### src/design/sha256_pkg.sv
`default_nettype none
package sha256_pkg;

    localparam int BLOCK_WORDS = 16;
    localparam int ROUNDS      = 64;
    localparam int DIGEST_WORDS = 8;
    localparam logic [7:0] PAD_BYTE = 8'h80;
    localparam logic [5:0] LENGTH_POS = 6'd56;

    typedef enum logic [2:0] {
        ST_IDLE,
        ST_PAD,
        ST_ROUND,
        ST_ADD,
        ST_EMIT
    } state_t;

    localparam logic OP_ABSORB   = 1'b0;
    localparam logic OP_FINALIZE = 1'b1;

    function automatic logic [31:0] round_k(input logic [5:0] r);
        logic [31:0] k;
        case (r)
            6'd0:  k = 32'h428a2f98; 6'd1:  k = 32'h71374491;
            6'd2:  k = 32'hb5c0fbcf; 6'd3:  k = 32'he9b5dba5;
            6'd4:  k = 32'h3956c25b; 6'd5:  k = 32'h59f111f1;
            6'd6:  k = 32'h923f82a4; 6'd7:  k = 32'hab1c5ed5;
            6'd8:  k = 32'hd807aa98; 6'd9:  k = 32'h12835b01;
            6'd10: k = 32'h243185be; 6'd11: k = 32'h550c7dc3;
            6'd12: k = 32'h72be5d74; 6'd13: k = 32'h80deb1fe;
            6'd14: k = 32'h9bdc06a7; 6'd15: k = 32'hc19bf174;
            6'd16: k = 32'he49b69c1; 6'd17: k = 32'hefbe4786;
            6'd18: k = 32'h0fc19dc6; 6'd19: k = 32'h240ca1cc;
            6'd20: k = 32'h2de92c6f; 6'd21: k = 32'h4a7484aa;
            6'd22: k = 32'h5cb0a9dc; 6'd23: k = 32'h76f988da;
            6'd24: k = 32'h983e5152; 6'd25: k = 32'ha831c66d;
            6'd26: k = 32'hb00327c8; 6'd27: k = 32'hbf597fc7;
            6'd28: k = 32'hc6e00bf3; 6'd29: k = 32'hd5a79147;
            6'd30: k = 32'h06ca6351; 6'd31: k = 32'h14292967;
            6'd32: k = 32'h27b70a85; 6'd33: k = 32'h2e1b2138;
            6'd34: k = 32'h4d2c6dfc; 6'd35: k = 32'h53380d13;
            6'd36: k = 32'h650a7354; 6'd37: k = 32'h766a0abb;
            6'd38: k = 32'h81c2c92e; 6'd39: k = 32'h92722c85;
            6'd40: k = 32'ha2bfe8a1; 6'd41: k = 32'ha81a664b;
            6'd42: k = 32'hc24b8b70; 6'd43: k = 32'hc76c51a3;
            6'd44: k = 32'hd192e819; 6'd45: k = 32'hd6990624;
            6'd46: k = 32'hf40e3585; 6'd47: k = 32'h106aa070;
            6'd48: k = 32'h19a4c116; 6'd49: k = 32'h1e376c08;
            6'd50: k = 32'h2748774c; 6'd51: k = 32'h34b0bcb5;
            6'd52: k = 32'h391c0cb3; 6'd53: k = 32'h4ed8aa4a;
            6'd54: k = 32'h5b9cca4f; 6'd55: k = 32'h682e6ff3;
            6'd56: k = 32'h748f82ee; 6'd57: k = 32'h78a5636f;
            6'd58: k = 32'h84c87814; 6'd59: k = 32'h8cc70208;
            6'd60: k = 32'h90befffa; 6'd61: k = 32'ha4506ceb;
            6'd62: k = 32'hbef9a3f7; 6'd63: k = 32'hc67178f2;
            default: k = 32'h0;
        endcase
        return k;
    endfunction

    function automatic logic [31:0] init_h(input logic [2:0] i);
        logic [31:0] h;
        case (i)
            3'd0: h = 32'h6a09e667; 3'd1: h = 32'hbb67ae85;
            3'd2: h = 32'h3c6ef372; 3'd3: h = 32'ha54ff53a;
            3'd4: h = 32'h510e527f; 3'd5: h = 32'h9b05688c;
            3'd6: h = 32'h1f83d9ab; 3'd7: h = 32'h5be0cd19;
            default: h = 32'h0;
        endcase
        return h;
    endfunction

endpackage
`default_nettype wire

### src/design/sha256_byte_stream_hasher.sv
`default_nettype none
// Channel   Dir  tdata                         tuser  tlast
// s_axis    in   [7:0] data_byte               op     -
// m_axis    out  [31:0] digest_word,[34:32] idx -      last_word
// Absorb: 1 cycle per byte; the 64th byte of a block starts a compression in the
// round and add states (one shared round unit). Finalize: one cycle per pad byte
// up to byte 56, 8 length bytes, one or two compressions, then 8 output
// transactions. s_axis_tready is low while padding, compressing or emitting.
// Reset (rst_n, async) restores the initial hash and clears the counts.
// Output stalls hold the current digest word until taken.
module sha256_byte_stream_hasher (
    input  wire logic        clk,
    input  wire logic        rst_n,
    input  wire logic        s_axis_tvalid,
    output logic             s_axis_tready,
    input  wire logic [7:0]  s_axis_tdata,   // data_byte[7:0]
    input  wire logic        s_axis_tuser,   // op
    output logic             m_axis_tvalid,
    input  wire logic        m_axis_tready,
    output logic [39:0]      m_axis_tdata,   // digest_word[31:0], word_index[34:32], zero
    output logic             m_axis_tlast
);
    import sha256_pkg::*;

    state_t state_reg, state_next;
    logic [31:0] h_reg [8];
    logic [31:0] v_reg [8];
    logic [31:0] w_reg [16];
    logic [5:0]  fill_reg;
    logic [60:0] bytes_reg;
    logic [5:0]  rnd_reg;
    logic [2:0]  out_reg;
    logic        fin_reg;      // compression is part of finalize
    logic [63:0] bits_reg;
    logic        pad_open_reg; // length bytes not yet pushed
    logic        len_blk_reg;  // length goes into the current block

    // byte being pushed this cycle
    logic        push;
    logic [7:0]  pb;
    logic        acc;
    assign s_axis_tready = (state_reg == ST_IDLE);
    assign acc = s_axis_tvalid && s_axis_tready;

    always_comb
    begin
        push = 1'b0;
        pb   = PAD_BYTE;
        if (state_reg == ST_IDLE && acc)
        begin
            push = 1'b1;
            pb   = (s_axis_tuser == OP_ABSORB) ? s_axis_tdata : PAD_BYTE;
        end
        else if (state_reg == ST_PAD)
        begin
            push = 1'b1;
            if (len_blk_reg && fill_reg >= LENGTH_POS)
                pb = bits_reg[(7 - fill_reg[2:0]) * 8 +: 8];
            else
                pb = 8'h00;
        end
    end

    // round unit
    logic [31:0] wt, s0, s1, t1, t2, wn, w15, w2;
    always_comb
    begin
        w15 = w_reg[1];
        w2  = w_reg[14];
        s0  = {w15[6:0], w15[31:7]} ^ {w15[17:0], w15[31:18]} ^ (w15 >> 3);
        s1  = {w2[16:0], w2[31:17]} ^ {w2[18:0], w2[31:19]} ^ (w2 >> 10);
        wn  = w_reg[0] + s0 + w_reg[9] + s1;
        wt  = w_reg[0];
        t1  = v_reg[7] + ({v_reg[4][5:0], v_reg[4][31:6]}
              ^ {v_reg[4][10:0], v_reg[4][31:11]} ^ {v_reg[4][24:0], v_reg[4][31:25]})
              + ((v_reg[4] & v_reg[5]) ^ (~v_reg[4] & v_reg[6])) + round_k(rnd_reg) + wt;
        t2  = ({v_reg[0][1:0], v_reg[0][31:2]} ^ {v_reg[0][12:0], v_reg[0][31:13]}
              ^ {v_reg[0][21:0], v_reg[0][31:22]})
              + ((v_reg[0] & v_reg[1]) ^ (v_reg[0] & v_reg[2]) ^ (v_reg[1] & v_reg[2]));
    end

    // next state
    always_comb
    begin
        state_next = state_reg;
        case (state_reg)
            ST_IDLE:
                if (acc)
                begin
                    if (fill_reg == 6'd63)
                        state_next = ST_ROUND;
                    else if (s_axis_tuser == OP_FINALIZE)
                        state_next = ST_PAD;
                end
            ST_PAD:
                if (fill_reg == 6'd63)
                    state_next = ST_ROUND;
            ST_ROUND:
                if (rnd_reg == 6'd63)
                    state_next = ST_ADD;
            ST_ADD:
                if (!fin_reg)
                    state_next = ST_IDLE;
                else if (pad_open_reg)
                    state_next = ST_PAD;
                else
                    state_next = ST_EMIT;
            ST_EMIT:
                if (m_axis_tready && out_reg == 3'd7)
                    state_next = ST_IDLE;
            default: state_next = ST_IDLE;
        endcase
    end

    // outputs
    always_comb
    begin
        m_axis_tvalid = (state_reg == ST_EMIT);
        m_axis_tdata  = {5'd0, out_reg, h_reg[out_reg]};
        m_axis_tlast  = (out_reg == 3'd7);
    end

    always_ff @(posedge clk or negedge rst_n)
    begin
        if (!rst_n)
        begin
            state_reg <= ST_IDLE;
            fill_reg  <= '0;
            bytes_reg <= '0;
            rnd_reg   <= '0;
            out_reg   <= '0;
            fin_reg   <= 1'b0;
            pad_open_reg <= 1'b0;
            len_blk_reg  <= 1'b0;
            for (int i = 0; i < 8; i++) h_reg[i] <= init_h(3'(i));
        end
        else
        begin
            state_reg <= state_next;
            if (push)
                fill_reg <= fill_reg + 6'd1;
            if (acc && s_axis_tuser == OP_ABSORB)
                bytes_reg <= bytes_reg + 61'd1;
            if (acc && s_axis_tuser == OP_FINALIZE)
            begin
                fin_reg <= 1'b1;
                pad_open_reg <= 1'b1;
                len_blk_reg  <= (fill_reg < LENGTH_POS);
            end
            if (state_reg == ST_PAD && fill_reg == 6'd63 && len_blk_reg)
                pad_open_reg <= 1'b0;
            if (state_reg == ST_ROUND)
                rnd_reg <= rnd_reg + 6'd1;
            if (state_reg == ST_ADD)
            begin
                for (int i = 0; i < 8; i++) h_reg[i] <= h_reg[i] + v_reg[i];
                if (fin_reg)
                    len_blk_reg <= 1'b1;
            end
            if (state_reg == ST_EMIT && m_axis_tready)
            begin
                out_reg <= out_reg + 3'd1;
                if (out_reg == 3'd7)
                begin
                    fin_reg   <= 1'b0;
                    fill_reg  <= '0;
                    bytes_reg <= '0;
                    for (int i = 0; i < 8; i++) h_reg[i] <= init_h(3'(i));
                end
            end
        end
    end

    // payload: block buffer / schedule window, working values, length
    always_ff @(posedge clk)
    begin
        if (acc && s_axis_tuser == OP_FINALIZE)
            bits_reg <= {bytes_reg, 3'b000};
        if (push)
            w_reg[fill_reg[5:2]] <= (fill_reg[1:0] == 2'd0) ? {24'd0, pb}
                                    : {w_reg[fill_reg[5:2]][23:0], pb};
        if (push && fill_reg == 6'd63)
            for (int i = 0; i < 8; i++) v_reg[i] <= h_reg[i];
        if (state_reg == ST_ROUND)
        begin
            // window rotates: slot 0 is W[r]
            for (int i = 0; i < 15; i++) w_reg[i] <= w_reg[i + 1];
            w_reg[15] <= (rnd_reg < 6'd48) ? wn : w_reg[0];
            v_reg[7] <= v_reg[6]; v_reg[6] <= v_reg[5]; v_reg[5] <= v_reg[4];
            v_reg[4] <= v_reg[3] + t1;
            v_reg[3] <= v_reg[2]; v_reg[2] <= v_reg[1]; v_reg[1] <= v_reg[0];
            v_reg[0] <= t1 + t2;
        end
    end

endmodule
`default_nettype wire

### config.mk
export PLATFORM = sky130hd
export DESIGN_NAME = sha256_byte_stream_hasher
export DESIGN_NICKNAME = d
export VERILOG_FILES = /design/src/design/sha256_pkg.sv /design/src/design/sha256_byte_stream_hasher.sv
export SDC_FILE = /design/constraint.sdc
export NUM_CORES = 2
export LEC_CHECK = 0
export BUFFER_PORTS_ARGS = -buffer_cell sky130_fd_sc_hd__buf_2
export CORE_ASPECT_RATIO = 1.5
export CORE_MARGIN = 2
export CORE_UTILIZATION = 59
export CTS_CLUSTER_DIAMETER = 40
export DETAILED_ROUTE_END_ITERATION = 8
export PLACE_DENSITY_LB_ADDON = 0.25
export RECOVER_POWER = 50
export SETUP_SLACK_MARGIN = 0.05
export SYNTH_ARGS = -nofsm -noshare
export SYNTH_HDL_FRONTEND = slang
export SYNTH_SLANG_ARGS = --single-unit
export TNS_END_PERCENT = 50
### constraint.sdc
create_clock -name clk -period 19.15 [get_ports clk]
set_input_delay 1.915 -clock clk [delete_from_list [all_inputs] [get_ports clk]]
set_output_delay 1.915 -clock clk [all_outputs]
set_load 0.005 [all_outputs]
# Yosys cells after proc, flatten, opt, wreduce, memory -nomap -nowiden
# Memory sizes are Yosys's and may differ from the RTL's.
# Index checks and enable logic that the tools add are counted.
dict set report classes {
  n_reduce_logical 15
  bitwise 27
  n_eq_ne 12
  shifts 1
  order_cmp 4
  n_addsub 23
  muxes 54
}
# operator count
set ops {}
lappend ops {{2-to-1 mux 256 bit} 3}
lappend ops {{adder 32 bit} 18}
lappend ops {{2-to-1 mux 32 bit} 13}
lappend ops {{XOR 32 bit} 9}
lappend ops {{2-to-1 mux 61 bit} 3}
lappend ops {{bitwise AND 32 bit} 5}
lappend ops {{binary-select mux 32 bit (select 3 bit)} 1}
lappend ops {{variable part select 64 x 33 -> 8 bit} 1}
lappend ops {{adder 61 x 1 -> 61 bit, second input constant} 1}
lappend ops {{2-to-1 mux 8 bit} 4}
lappend ops {{inverter 32 bit} 1}
lappend ops {{OR reduction 32 bit} 1}
lappend ops {{XOR 32 x 22 -> 32 bit} 1}
lappend ops {{XOR 32 x 29 -> 32 bit} 1}
lappend ops {{2-to-1 mux 3 bit} 8}
lappend ops {{2-to-1 mux 6 bit} 3}
lappend ops {{2-to-1 mux 1 bit} 17}
lappend ops {{case mux 3 bit (5 select lines)} 1}
lappend ops {{adder 6 x 1 -> 6 bit, second input constant} 2}
lappend ops {{== test 6 bit, second input constant} 2}
lappend ops {{less-than comparator 6 bit, second input constant} 2}
lappend ops {{logical AND 1 bit} 10}
lappend ops {{OR 1 bit} 8}
lappend ops {{== test 3 x 2 -> 1 bit, second input constant} 2}
lappend ops {{16 further kinds} 19}
dict set report word_totals {
  register_bits 399
  wordCells 156
  n_memories 3
  mem_bits_rw 768
  in_bits 13
  rom_bits 2048
}
# name depth word_bits rd rd_ports_with_merged_regs wr line_no
set mem_list {}
lappend mem_list {{(no name shown)} 64 32 1 0 0 sha256_pkg.sv:23} ;# case (r)
lappend mem_list {w_reg 16 32 17 0 16 sha256_byte_stream_hasher.sv:28} ;# logic [31:0] w_reg [16];
lappend mem_list {v_reg 8 32 8 0 8 sha256_byte_stream_hasher.sv:27} ;# logic [31:0] v_reg [8];

# Depth between registers and ports, before layout
# An unclocked memory read counts as a cell.
dict set report logic_depth {
  word_depth 9
  depth_mapped 41
}

# Least setup slack after synthesis
# Ideal clock, no wire load.
dict set report synth_path {
  kind {input -> register}
  start {input s_axis_tvalid}
  end {memory v_reg[0][0], enable pin}
  cell_stages 2
  slack_ns -2.029
  required_time_ns 17.922
  path_buffers 0
  arrival_time_ns 19.952
  cell_sequence {o21ai_0 > o21ai_0}
}
# item line_no
set synth_lines {}
lappend synth_lines {{from (decl)} sha256_byte_stream_hasher.sv:14} ;# input wire logic s_axis_tvalid,
lappend synth_lines {{to (decl)} sha256_byte_stream_hasher.sv:27}

==> flow_metrics.env <==
export IMPL_final_nets=8139
export IMPL_path_clk_slew_ps=60
export IMPL_place_gp_congestion=1.13
export IMPL_largest_reg_flops=512
export IMPL_synth_edf_count=829
export IMPL_antenna_found_initial=21
export IMPL_gr_usage_all_layers_pct=43.1
export IMPL_fin_skew_ps=37.4
export IMPL_slowest_delay_ps=6530
export IMPL_worst_slack_ps=8280
export IMPL_synth_cell_types=115
export IMPL_max_slew_margin_pct=-534
export IMPL_status="finished, violations left"
export IMPL_crit_family="buffers and inverters"
export IMPL_crit_path_max_fanout=141
export IMPL_row_count=165
export IMPL_io_pin_count=56
export IMPL_drv_slew=1603
export IMPL_drc_errors=0
export IMPL_endpoint_kind="flop"
export IMPL_syn_avg_cell_area_um2=10.4
export IMPL_clk_latency_ps=830
export IMPL_start_util_pct=59.3
export IMPL_cp_data_required_time_ps=19570
export IMPL_yosysMostFrequentCell="nand2_1"
export IMPL_hpwl_um=214000
export IMPL_dr_pass1_iters=6
export IMPL_ys_flop_type="edfxtp_1"
export IMPL_cts_made_buffers=147
export IMPL_die_area_um2=138000
export IMPL_min_period_ps=10870
export IMPL_violations="max-capacitance violations, max-slew violations"
export IMPL_syn_area_um2=79900
export IMPL_grt_pass1_wl_um=430000
export IMPL_die_w_um=304
export IMPL_crit_arrival_ps=11290
export IMPL_yosysWarningCount=0
export IMPL_path_class="flop to flop"
export IMPL_async_flop_share_pct=29.0
export IMPL_ctsLongestPathBuffers=3
export IMPL_drive_above_1_share_pct=11.4
export IMPL_cp_slowest_cell="clkbuf_1"
export IMPL_post_cts_buffers=0
export IMPL_ys_seq_elements=1167
export IMPL_setup_violations_final=0
export IMPL_io_buffers=50
export IMPL_grt_ovfl_total=0
export IMPL_cp_start_kind="flop"
export IMPL_htreeDepth=4
export IMPL_timing_final_crit_share_pct=56.8
export IMPL_synth_top_area_share_pct=31.2
export IMPL_crit_buf_inv=2
export IMPL_core_um2=135000
export IMPL_avgViaCountPerCell=6.76
export IMPL_drt_iter0_markers=6463
export IMPL_seq_area_frac_synth_pct=42.0
export IMPL_maxCapViolations=37
export IMPL_totalWireLength_um=298000
export IMPL_tns_ps=0
export IMPL_pre_cts_ws_ps=8640
export IMPL_cts_repair_resize_count=0
export IMPL_nFillCells=10624
export IMPL_fmax_mhz=92.0
export IMPL_synth_top_cell_by_area="edfxtp_1"
export IMPL_hold_viol_final=0
export IMPL_cts_tree="built"
export IMPL_grt_pass1_vias=63287
export IMPL_die_h_um=455
export IMPL_rsz0062_at_grt="no"
export IMPL_cts_sinks=1167
export IMPL_wl_per_cell_um=31.6
export IMPL_root_buffer="clkbuf_16"
export IMPL_synth_area_leaders="edfxtp_1, a21o_1, dfrtp_1"
export IMPL_cts_hold_buf=0
export IMPL_syn_to_final_growth_pct=8.42
export IMPL_synthTopCellsByCount="nand2_1, edfxtp_1, a21o_1"
export IMPL_syn_inst=7676
export IMPL_ant_nets=0
export IMPL_hold_class="flop to flop"
export IMPL_num_vias=63713
export IMPL_worstMarginPinSlew_ps=9510
export IMPL_path_cells="and3_1 > nand3_1 > o21ai_4 > clkbuf_1 > buf_4"
export IMPL_grt_max_degree=170
==> routing by layer <==
metal / GRT usage (%) / wire, um / up-vias
li1: - / - / 27471
met1: 42.9 / 93100 / 31343
met2: 70.4 / 141000 / 3506
met3: 10.5 / 22600 / 1379
met4: 47.8 / 40900 / 14
met5: 0 / 122 / -
==> cell type report <==
cell class / instances / area (um^2) / share of cell area (%)
Timing Repair Buffer: 171 / 1110 / 1.28
Sequential cell: 1167 / 33500 / 38.7
Clock buffer: 178 / 3930 / 4.54
Multi-Input combinational cell: 5725 / 43500 / 50.2
Tap cell: 1753 / 2190 / 2.53
Inverter: 321 / 1200 / 1.39
Clock inverter: 93 / 1100 / 1.27
Antenna cell: 11 / 27.5 / 0.0318
==> cells in the final DEF (no fill, tap or decap), types with 16 or more instances in the layout <==
| master | Yosys | routed |
|---|---|---|
| nand2b_1 | 57 | 56 |
| nand3_1 | 136 | 136 |
| dfrtp_1 | 202 | 196 |
| nor2b_1 | 77 | 77 |
| o21a_1 | 43 | 43 |
| nand2_1 | 1132 | 1131 |
| o21ai_0 | 340 | 329 |
| a211oi_1 | 56 | 55 |
| o31ai_1 | 36 | 36 |
| and2_1 | 25 | 23 |
| and3_1 | 44 | 43 |
| dfstp_2 | 136 | 136 |
| clkbuf_1 | 379 | 51 |
| buf_2 | 42 | 48 |
| fa_1 | 195 | 195 |
| nor3_1 | 82 | 82 |
| inv_1 | 318 | 318 |
| o211ai_1 | 120 | 120 |
| inv_6 | 0 | 21 |
| mux2i_1 | 29 | 29 |
| o21bai_1 | 50 | 50 |
| edfxtp_1 | 829 | 829 |
| o21ai_1 | 86 | 87 |
| bufinv_16 | 0 | 16 |
| or3_1 | 32 | 32 |
| a211o_1 | 17 | 17 |
| xnor2_1 | 421 | 420 |
| a21o_1 | 704 | 704 |
| a31oi_1 | 82 | 82 |
| mux2_2 | 59 | 58 |
| xor2_1 | 199 | 199 |
| clkinv_2 | 0 | 19 |
| or2_2 | 19 | 18 |
| mux4_2 | 206 | 206 |
| buf_4 | 9 | 86 |
| nor2_1 | 329 | 327 |
| clkbuf_16 | 0 | 150 |
| ha_1 | 398 | 398 |
| a21oi_1 | 455 | 454 |
| nand4_1 | 33 | 33 |
==> cell families (layout without fill, tap and decap cells) <==
| group | Yosys count | count (layout) | share of synthesized area, % |
|---|---|---|---|
| adder cells (fa/ha/maj) | 596 | 596 | 11.2 |
| XOR/XNOR | 621 | 621 | 6.83 |
| other | 1 | 16 | 0.00470 |
| AO/OA/AOI/OAI | 2166 | 2166 | 17.9 |
| buffers and inverters | 788 | 763 | 3.81 |
| multiplexers | 295 | 295 | 7.02 |
| flip-flops | 1167 | 1167 | 42.0 |
| AND/OR/NAND/NOR | 2042 | 2042 | 11.3 |
==> worst reg2reg max path, cell delays in order, from the launching register on <==
cell and delay [ps]:
dfrtp_1 1330, and3_1 430, nand3_1 230, o21ai_4 200, clkbuf_1 6530, buf_4 1730
==> path summary, 6_finish.rpt <==
kind,slack (ps),from,depth (start not counted),to
max,8280,fill_reg[3]$_DFF_PN0_,5,v_reg[1][14]$_DFFE_PP_
max reg2reg,8280,fill_reg[3]$_DFF_PN0_,5,v_reg[1][14]$_DFFE_PP_
min in group asynchronous,3420,rst_n,1,h_reg[191]$_DFF_PN0_
min,480,bytes_reg[60]$_DFF_PN0_,0,bits_reg[63]$_DFFE_PP_
min reg2reg,480,bytes_reg[60]$_DFF_PN0_,0,bits_reg[63]$_DFFE_PP_
max in group asynchronous,9850,rst_n,2,bytes_reg[26]$_DFF_PN0_
==> per-stage QoR <==
step | hold slack [ps] | area [um^2] | std cells | utilization [%]
2_1_floorplan | 446 | 79900 | 7680 | -
3_3_place_gp | 457 | 81700 | 9132 | 60.7
3_5_place_dp | 465 | 81700 | 9132 | 60.7
4_1_cts | 480 | 86700 | 9403 | 64.4
5_1_grt | 500 | 86600 | 9409 | 64.3
6_report | 481 | 86600 | 9419 | 64.3
Power is not shown: default switching activity piles up to over one toggle a cycle in this logic, so the estimate is an artifact.
